File: src/dwmd_pkg.sv
`default_nettype none
// ----------------------------------------------------------------------------
// dwmd_pkg: shared types and constants
// Widths, defaults and the control struct for the distinct-window detector.
// ----------------------------------------------------------------------------
package dwmd_pkg;

  localparam int unsigned SYM_W          = 8;
  localparam int unsigned CFG_W          = 4;
  localparam int unsigned POS_W          = 20;
  localparam int unsigned MAX_WINDOW_DEF = 14;
  localparam int unsigned COUNT_BITS_DEF = 20;
  localparam logic [CFG_W-1:0] WINDOW_RST = 4'd4;

  // control shared by every cell of the row
  typedef struct packed {
    logic adv;  // a word is taken this cycle: shift the row
    logic clr;  // that word ends the stream: drop the run
  } chain_ctrl_t;

endpackage
`default_nettype wire

File: src/dwmd_cell.sv
`default_nettype none
// ----------------------------------------------------------------------------
// dwmd_cell: one history slot
// Holds one past symbol and a bit telling whether the slot lies inside the
// current run of distinct symbols. Hands its symbol to the next slot.
// ----------------------------------------------------------------------------
module dwmd_cell (
  input  wire                         clk,
  input  wire                         rst,
  input  wire dwmd_pkg::chain_ctrl_t  ctrl,
  input  wire  [dwmd_pkg::SYM_W-1:0]  sym,       // incoming symbol, broadcast
  input  wire  [dwmd_pkg::SYM_W-1:0]  hist_in,   // symbol from previous slot
  input  wire                         run_in,    // new run bit for this slot
  output logic [dwmd_pkg::SYM_W-1:0]  hist_out,
  output logic                        run_out    // new run bit for next slot
);
  import dwmd_pkg::*;

  logic run;

  // next slot stays in the run only if this one was and holds no copy
  assign run_out = run_in & run & (hist_out != sym);

  always_ff @(posedge clk) begin
    if (rst) begin
      run <= 1'b0;
    end else if (ctrl.adv) begin
      run <= ctrl.clr ? 1'b0 : run_in;
    end
  end

  always_ff @(posedge clk) begin
    if (ctrl.adv) begin
      hist_out <= hist_in;
    end
  end

endmodule
`default_nettype wire

File: src/dwmd_chain.sv
`default_nettype none
// ----------------------------------------------------------------------------
// dwmd_chain: row of history cells
// Newest symbol enters cell 0; the run bits ripple down the row and give,
// for each depth, whether the newest symbols up to it are all distinct.
// ----------------------------------------------------------------------------
module dwmd_chain #(
  parameter int unsigned MAX_WINDOW = dwmd_pkg::MAX_WINDOW_DEF
) (
  input  wire                        clk,
  input  wire                        rst,
  input  wire dwmd_pkg::chain_ctrl_t ctrl,
  input  wire  [dwmd_pkg::SYM_W-1:0] sym,
  output logic [MAX_WINDOW-1:0]      distinct   // bit k: newest k+1 differ
);
  import dwmd_pkg::*;

  logic [SYM_W-1:0] hist [MAX_WINDOW+1];
  logic [MAX_WINDOW:0] run_chain;

  assign hist[0]      = sym;
  assign run_chain[0] = 1'b1;   // newest symbol alone is always distinct
  assign distinct     = run_chain[MAX_WINDOW-1:0];

  for (genvar k = 0; k < MAX_WINDOW; k++) begin : g_cell
    dwmd_cell u_cell (
      .clk      (clk),
      .rst      (rst),
      .ctrl     (ctrl),
      .sym      (sym),
      .hist_in  (hist[k]),
      .run_in   (run_chain[k]),
      .hist_out (hist[k+1]),
      .run_out  (run_chain[k+1])
    );
  end

endmodule
`default_nettype wire

File: src/distinct_window_marker_detect.sv
`default_nettype none
// ----------------------------------------------------------------------------
// distinct_window_marker_detect: start-of-marker search on a byte stream
// Reports the first point where the newest window_size symbols all differ.
// ----------------------------------------------------------------------------
// Takes one symbol per cycle on the slave side unless a result is held
// (tlast marks the end of a stream) and gives at most one word per stream
// on the master side: tuser=1 with the symbol count up to and including the
// marker's last symbol, or, if the stream ends with no marker, tuser=0 and a
// zero count. Each word passes through a row of MAX_WINDOW history cells,
// where each cell compares its byte with the new symbol and a run bit ripples
// down the row. The result sits in an output register, and a new symbol is
// taken in the cycle the pending result is taken. The user writes window_size
// (1..MAX_WINDOW; 0 acts as 1, larger values clip) through cfg_wen/cfg_wdata
// while the block is idle; the block does not enforce this. After reset it
// is 4. The symbol count saturates at 2^COUNT_BITS-1 and the reported
// position at 2^20-1. All stream state clears after the word with tlast.
// ----------------------------------------------------------------------------
module distinct_window_marker_detect #(
  parameter int unsigned MAX_WINDOW = dwmd_pkg::MAX_WINDOW_DEF,
  parameter int unsigned COUNT_BITS = dwmd_pkg::COUNT_BITS_DEF
) (
  input  wire                         clk,
  input  wire                         rst,
  // configuration: window_size
  input  wire                         cfg_wen,
  input  wire  [dwmd_pkg::CFG_W-1:0]  cfg_wdata,
  // input stream
  input  wire                         s_tvalid,
  output logic                        s_tready,
  input  wire  [7:0]                  s_tdata,   // [7:0] symbol
  input  wire                         s_tlast,   // last_symbol
  // result stream
  output logic                        m_tvalid,
  input  wire                         m_tready,
  output logic [23:0]                 m_tdata,   // [19:0] position, [23:20] zero
  output logic                        m_tuser    // found
);
  import dwmd_pkg::*;

  localparam int unsigned IW   = (MAX_WINDOW > 1) ? $clog2(MAX_WINDOW) : 1;
  localparam int unsigned EW   = ($clog2(MAX_WINDOW + 1) > CFG_W) ?
                                 $clog2(MAX_WINDOW + 1) : CFG_W;
  localparam int unsigned CMPW = (COUNT_BITS > POS_W) ? COUNT_BITS : POS_W;
  localparam logic [CMPW-1:0] POS_MAX = CMPW'((64'd1 << POS_W) - 64'd1);

  logic [CFG_W-1:0]      window_size;
  logic [COUNT_BITS-1:0] symbol_count;
  logic [COUNT_BITS-1:0] symbol_count_next;
  logic                  marker_done;
  logic [POS_W-1:0]      position;

  chain_ctrl_t           ctrl;
  logic                  s_acc;
  logic [MAX_WINDOW-1:0] distinct;
  logic [EW-1:0]         w_ext;
  logic [EW-1:0]         w_eff;
  logic [IW-1:0]         w_sel;
  logic                  hit;
  logic [CMPW-1:0]       cnt_ext;
  logic [POS_W-1:0]      pos_next;

  // output register frees up in the cycle its word is taken
  assign s_tready = !m_tvalid || m_tready;
  assign s_acc    = s_tvalid && s_tready;
  assign ctrl.adv = s_acc;
  assign ctrl.clr = s_tlast;

  dwmd_chain #(
    .MAX_WINDOW (MAX_WINDOW)
  ) u_chain (
    .clk      (clk),
    .rst      (rst),
    .ctrl     (ctrl),
    .sym      (s_tdata[SYM_W-1:0]),
    .distinct (distinct)
  );

  // clamp window to 1..MAX_WINDOW
  always_comb begin
    w_ext = EW'(window_size);
    if (window_size == '0) begin
      w_eff = EW'(1);
    end else if (w_ext > EW'(MAX_WINDOW)) begin
      w_eff = EW'(MAX_WINDOW);
    end else begin
      w_eff = w_ext;
    end
    w_sel = IW'(w_eff - EW'(1));
  end

  // run bits already exclude slots not yet filled in this stream
  assign hit = distinct[w_sel];

  always_comb begin
    if (symbol_count == '1) begin
      symbol_count_next = symbol_count;
    end else begin
      symbol_count_next = symbol_count + COUNT_BITS'(1);
    end
    cnt_ext  = CMPW'(symbol_count_next);
    pos_next = (cnt_ext > POS_MAX) ? POS_MAX[POS_W-1:0] : cnt_ext[POS_W-1:0];
  end

  always_ff @(posedge clk) begin
    if (rst) begin
      window_size <= WINDOW_RST;
    end else if (cfg_wen) begin
      window_size <= cfg_wdata;
    end
  end

  always_ff @(posedge clk) begin
    if (rst) begin
      symbol_count <= '0;
      marker_done  <= 1'b0;
    end else if (s_acc) begin
      if (s_tlast) begin
        symbol_count <= '0;
        marker_done  <= 1'b0;
      end else begin
        symbol_count <= symbol_count_next;
        marker_done  <= marker_done || hit;
      end
    end
  end

  // result word: marker once per stream, or "none" at end of stream
  always_ff @(posedge clk) begin
    if (rst) begin
      m_tvalid <= 1'b0;
    end else if (s_acc && !marker_done && (hit || s_tlast)) begin
      m_tvalid <= 1'b1;
    end else if (m_tready) begin
      m_tvalid <= 1'b0;
    end
  end

  always_ff @(posedge clk) begin
    if (s_acc && !marker_done && (hit || s_tlast)) begin
      m_tuser  <= hit;
      position <= hit ? pos_next : '0;
    end
  end

  assign m_tdata = {4'b0000, position};

  // a "none" word never carries a position
  a_none_zero: assert property (@(posedge clk) disable iff (rst)
    (m_tvalid && !m_tuser) |-> (position == '0))
    else $error("no-marker word with nonzero position");

  // end of stream leaves no marker flag or count behind
  a_eos_clear: assert property (@(posedge clk) disable iff (rst)
    (s_acc && s_tlast) |=> (!marker_done && symbol_count == '0))
    else $error("stream state not cleared after last symbol");

  // input only stalls behind a held result
  a_stall_cause: assert property (@(posedge clk) disable iff (rst)
    !s_tready |-> (m_tvalid && !m_tready))
    else $error("input stalled without a pending result");

  // within a stream the count never goes down
  a_count_mono: assert property (@(posedge clk) disable iff (rst)
    (s_acc && !s_tlast) |=> (symbol_count >= $past(symbol_count)))
    else $error("symbol count decreased mid-stream");

  // a marker word follows an accepted symbol while no marker was yet found
  a_marker_src: assert property (@(posedge clk) disable iff (rst)
    (!m_tvalid || m_tready) ##1 (m_tvalid && m_tuser) |->
      ($past(s_acc) && !$past(marker_done) && marker_done == !$past(s_tlast)))
    else $error("marker word without a matching symbol");

endmodule
`default_nettype wire
File: config.mk
export PLATFORM = sky130hd
export DESIGN_NAME = distinct_window_marker_detect
export DESIGN_NICKNAME = d
export VERILOG_FILES = /design/src/dwmd_pkg.sv /design/src/dwmd_cell.sv /design/src/dwmd_chain.sv /design/src/distinct_window_marker_detect.sv
export SDC_FILE = /design/constraint.sdc
export NUM_CORES = 1
export LEC_CHECK = 0
export BUFFER_PORTS_ARGS = -buffer_cell sky130_fd_sc_hd__buf_2
export CORE_AREA = 8 8 125 127
export DETAILED_ROUTE_END_ITERATION = 10
export DIE_AREA = 0 0 133 135
export PLACE_DENSITY = 0.75
export SYNTH_ARGS = -nofsm -noshare
export SYNTH_HDL_FRONTEND = slang
export SYNTH_SLANG_ARGS = --single-unit
File: constraint.sdc
create_clock -name clk -period 5.9 [get_ports clk]
set_input_delay 0.59 -clock clk [delete_from_list [all_inputs] [get_ports clk]]
set_output_delay 0.59 -clock clk [all_outputs]
set_load 0.005 [all_outputs]
* Yosys cells after proc, flatten, opt, wreduce, memory -nomap -nowiden
Cells that the tools add are included. Widths: inputs -> output; s select.
Word-level totals: bits in registers 164, input bits 18, output and inout port bits 27, word-level logic and storage cells 109
Cells by class: $add $sub $neg 2, order comparisons 3, equal/unequal tests 14, muxes and demuxes 23, bitwise gates (word level) 25, reductions and logical operators 10
Operators by type and width (count):
- $ne 8x8->1 | 13
- $mux 20 | 3
- $and 1x1->1 | 25
- $add 20x1->20 const B | 1
- $eq 20x20->1 const B | 1
- $gt 20x20->1 const B | 1
- $mux 1 | 17
- $mux 4 | 2
- $lt 4x5->1 const B | 1
- $bmux 1 s4 | 1
- $gt 4x4->1 const B | 1
- $logic_not 4->1 | 1
- $sub 4x1->4 const B | 1
- $logic_and 1x1->1 | 3
- $logic_or 1x1->1 | 3
- $logic_not 1->1 | 2
- $reduce_bool 2->1 | 1

* Logic depth before layout (Yosys ltp)
word-level depth 31, gate-level depth with buffers 11

* By module
From an unflattened synthesis, not the netlist that was laid out.
Unflattened totals: cells, all modules 607, area, all modules 7564.8 µm²
Modules (own cells, without submodules):
- dwmd_cell | times used 13, cells an instance 24, area an instance 370.4 µm²
- distinct_window_marker_detect | times used 1, cells an instance 293, area an instance 2738.9 µm²
- dwmd_chain | times used 1, cells an instance 2, area an instance 11.3 µm²

* Worst setup path after synthesis
OpenSTA, ideal clock, no wires.
path type input to register, start point input port m_tready, end point register symbol_count[1], library setup time 128 ps, arrival time 4965 ps, data required time 5772 ps, setup slack 808 ps, cell stages on the path 7, cells stage by stage nand2b_1 > nand2_1 > inv_1 > clkbuf_1 > o21ai_0 > a32oi_1 > nor2_1
On the way: longest elaborated chain between the ends 2
RTL lines:
- start: declaration | line distinct_window_marker_detect.sv:35 | input wire m_tready,
- $logic_or 1x1->1 | line distinct_window_marker_detect.sv:64 | assign s_tready = !m_tvalid || m_tready;
- $logic_and 1x1->1 | line distinct_window_marker_detect.sv:65 | assign s_acc = s_tvalid && s_tready;
- named net s_acc | line distinct_window_marker_detect.sv:54 | logic s_acc;
- end signal: assignment | line distinct_window_marker_detect.sv:122 | symbol_count <= symbol_count_next;
- end: declaration | line distinct_window_marker_detect.sv:48 | logic [COUNT_BITS-1:0] symbol_count;
The timed path passes the listed nets, and every way through them passes these cells. A chain may end at the register's enable or synchronous reset.

* Final worst setup path
start point register window_size[2], in the netlist w_ext[2], end point register position[4] (enable)
On the way: longest elaborated chain between the ends 8, elaborated cells on any way between the ends 9, classes of those cells add/sub (1); order compare (1); mux (4); reduce/logical (3)
RTL lines:
- start: declaration | line distinct_window_marker_detect.sv:47 | logic [CFG_W-1:0] window_size;
- start signal: assignment | line distinct_window_marker_detect.sv:109 | window_size <= cfg_wdata;
- $gt 4x4->1 | line distinct_window_marker_detect.sv:84 | end else if (w_ext > EW'(MAX_WINDOW)) begin
- $mux 4 | line distinct_window_marker_detect.sv:84
- $mux 4 * | line distinct_window_marker_detect.sv:82 | if (window_size == '0) begin
- $sub 4x1->4 * | line distinct_window_marker_detect.sv:89 | w_sel = IW'(w_eff - EW'(1));
- $bmux 1 s4 * | line distinct_window_marker_detect.sv:93 | assign hit = distinct[w_sel];
- $mux 1 (not written as such) * | line distinct_window_marker_detect.sv:93
- $logic_or 1x1->1 * | line distinct_window_marker_detect.sv:140 | if (s_acc && !marker_done && (hit || s_tlast)) begin
- $logic_and 1x1->1 * | line distinct_window_marker_detect.sv:140
- end signal: assignment | line distinct_window_marker_detect.sv:142 | position <= hit ? pos_next : '0;
- end: declaration | line distinct_window_marker_detect.sv:51 | logic [POS_W-1:0] position;
Every way passes the cells marked *; elsewhere a longest branch is shown, timed or not. The select of a mux whose other input is x is not followed.

==> impl_metrics.yaml <==
synth:
  synth_seq_cells: 164
  synth-simple-area-share: 0.116
  synth-seq-area-share: 0.622
  synthDistinctLibCells: 56
  synth_area_per_cell_um2: 12.3
  synth_warnings: 0
  synth_xor_area_frac: 0.147
  async_reset_ff_frac: 0
  synthFlopType: "edfxtp_1"
  synth_mux_area_frac: 0.00824
  synth-compound-area-share: 0.0687
  synth_top_family_by_area: "XOR/XNOR gates"
  synthAdderAreaFrac: 0.00343
  syn_inst: 593
  syn_area_mm2: 0.00729
  synth_edf_count: 125
detailed_routing:
  finalWirelength_um: 13800
  drc: 0
  wl_met2_um: 6930
  detail_route.vias_per_cell: 5.60
  drtIter0Drc: 368
  dr.pass1.iters: 5
  routed.top_layer: "met4"
  wl_met3_um: 637
  vias: 4528
  avgRoutedWirePerCell_um: 17.1
  antenna_left: 0
  met1_length_um: 6050
floorplan:
  num_rows: 43
  die_area_mm2: 0.0180
  start_util: 0.535
  fp.dieW_um: 133
  die_h_um: 135
  ioPinCount: 45
  design.core.area_mm2: 0.0136
layout:
  final_cells: 808
  drive_gt1_frac: 0.126
  areaGrowthSynthToFinish_pct: 11.6
  num-nets-final: 639
  n_antenna_cell: 0
placement:
  dpl.hpwl_um: 9350
  port_buffers: 40
  dp_cells: 780
  gp_congestion: 0.841
  pre_cts_ws_ns: 2.37
worst_setup_path:
  start_kind: "flip-flop"
  worstSetupEndpointType: "flip-flop"
  cp_data_required_time_ns: 6.00
  crit_arrival_ns: 3.59
  crit_type: "reg2reg"
  crit_fanout: 22
global_route:
  grt_max_degree: 71
  antenna_found_initial: 0
  first_global_vias: 4412
  grt_usage: 0.158
  gr-total-overflow: 0
  grt_pass1_wl_um: 22100
sta:
  fin_setup_tns_ns: 0
  finalMaxSlewViolations: 0
  fmax_mhz: 286
  tightest_slew_ns: 0.862
  period_share: 0.592
  slew_headroom: 0.425
  fin_ws_ns: 2.41
  clock_skew_ns: 0.00765
  rsz0062_at_grt: "false"
  setup_viol: 0
  period_needed_ns: 3.49
  hold_violations: 0
cts:
  cts_inserted_buffers: 17
  cts.sinks: 164
  cts_resized: 0
  htree_levels: 4
  clock_path_buffers: 2
  cts-hold-fix-buffers: 0
  cts_tree: "built"
  clkLatencyLatePin_ns: 0.43
  clk_pin_slew_ns: 0.06
  ctsRootBufferMaster: "clkbuf_16"
  cts_setup_buffers: 0
pwr:
  power.net_switching_uw: 570
  p_seq_frac: 0.509
  ir_drop_mv: 0.257
  p_int_mw: 2.08
  powerDensity_mw_per_mm2: 326
  power_frac_clock: 0.421
  p_leak_nw: 2.76
  switching_share: 0.215
  comb_power_share: 0.070
run_status:
  status: "completed"
job:
  cap_violations: 0
hold_path:
  min_path_type: "in2reg"
## worst paths after layout
check / start / to / depth (start not counted) / slack, ns
worst max-delay path: w_ext[2] / position[4] / 12 / 2.41
worst min-delay path: cfg_wdata[2] / w_ext[2] / 2 / 0.38
worst max register to register: w_ext[2] / position[4] / 12 / 2.41
worst min register to register: u_chain.g_cell[10].u_cell.run / u_chain.g_cell[10].u_cell.run / 2 / 0.46
## cell usage after synthesis (2+ instances only)
| cell type | instances | area share |
|---|---|---|
| edfxtp_1 | 125 | 0.52 |
| xnor2_1 | 82 | 0.099 |
| nor2_1 | 65 | 0.033 |
| xor2_1 | 40 | 0.048 |
| dfxtp_1 | 39 | 0.11 |
| nand2_1 | 27 | 0.014 |
| a21oi_1 | 24 | 0.016 |
| nand4_1 | 22 | 0.019 |
| o21ai_0 | 19 | 0.013 |
| buf_2 | 14 | 0.0096 |
| buf_4 | 12 | 0.012 |
| nor4_1 | 11 | 0.0094 |
| clkbuf_1 | 10 | 0.0052 |
| nand3_1 | 10 | 0.0069 |
| nor3_1 | 10 | 0.0069 |
| inv_1 | 8 | 0.0041 |
| a22oi_1 | 7 | 0.0072 |
| mux2i_1 | 6 | 0.0082 |
| a21boi_0 | 4 | 0.0041 |
| and3_1 | 4 | 0.0034 |
| a21o_1 | 3 | 0.0031 |
| a31oi_1 | 3 | 0.0026 |
| nand3b_1 | 3 | 0.0031 |
| nor2b_1 | 3 | 0.0026 |
| a211oi_1 | 2 | 0.0021 |
| a2bb2oi_1 | 2 | 0.0024 |
| a32oi_1 | 2 | 0.0024 |
| and2_1 | 2 | 0.0017 |
| and4_1 | 2 | 0.0024 |
| buf_1 | 2 | 0.0010 |
| ha_1 | 2 | 0.0034 |
| o21ai_1 | 2 | 0.0014 |
| o31ai_1 | 2 | 0.0021 |
| or3_1 | 2 | 0.0017 |
## power groups by stage
stage | logic (mW) | clock network [mW] | registers (mW)
after global routing | 0.204 | 1.17 | 1.36
after CTS | 0.188 | 1.14 | 1.35
after detailed placement | 0.187 | 0 | 1.37
final | 0.186 | 1.12 | 1.35
after floorplan | 0.142 | 0 | 1.37
after global placement | 0.183 | 0 | 1.37
## metrics by stage
step	cell area [µm²]	power (mW)	hold slack (ns)	utilization
detailed placement	7540	1.56	0.449	0.554
floorplan	7300	1.51	0.432	-
global placement	7540	1.55	0.444	0.554
global route	8130	2.73	0.378	0.597
finish	8130	2.65	0.378	0.597
CTS	8130	2.67	0.363	0.597
## routing by layer
layer / vias up / GRT usage
met4: 0 / 0.0681
met3: 27 / 0.0386
met5: - / 0
li1: 2161 / -
met2: 137 / 0.264
met1: 2203 / 0.190
## sequential cells by signal, summed over array words and instances, names as in the netlist
register / flops
m_tuser: 1
m_tvalid: 1
marker_done: 1
position: 20
symbol_count: 20
u_chain.g_cell.u_cell.hist_out: 104
u_chain.g_cell.u_cell.run: 13
w_ext: 4
## cell families (layout without fill, tap and decap cells)
family / after synthesis / in the layout
simple gates: 170 / 170
compound gates: 80 / 80
flops: 164 / 164
fa+ha+maj: 2 / 2
xor+xnor: 122 / 122
other cells: 1 / 4
mux: 6 / 6
buf+inv: 48 / 80
## cell type report
cell class	instances	area, µm²
multi-input cells	384	2520
clock inverters	11	164
flip-flops and latches	164	4530
repair buffers	44	230
fillers	1062	5480
clock buffers	17	425
well taps	180	225
inverters	8	32.5
## critical path, stage by stage (launching register included)
cell	delay, ns
dfxtp_1	0.46
a21boi_0	0.14
o22ai_1	0.44
ha_1	0.29
xor2_1	0.25
nand2_1	0.12
nor3_1	0.15
nand3_1	0.11
a211oi_1	0.36
nor2_1	0.09
buf_4	0.22
a211oi_2	0.23
buf_4	0.31
## layout by cell type, fill, tap and decap left out, drive strengths merged, types with 4 or more instances in the layout
master	instances
nand3	10
nor4	11
a21boi	4
nand4	23
nor2	65
xnor2	82
nand2	27
mux2i	6
a21oi	24
edfxtp	125
and3	5
a22oi	7
clkinv	5
inv	8
dfxtp	39
o21ai	22
clkbuf	17
nor3	10
conb	4
bufinv	4
buf	44
xor2	40
Note: power is estimated with default switching activity, not from simulation.
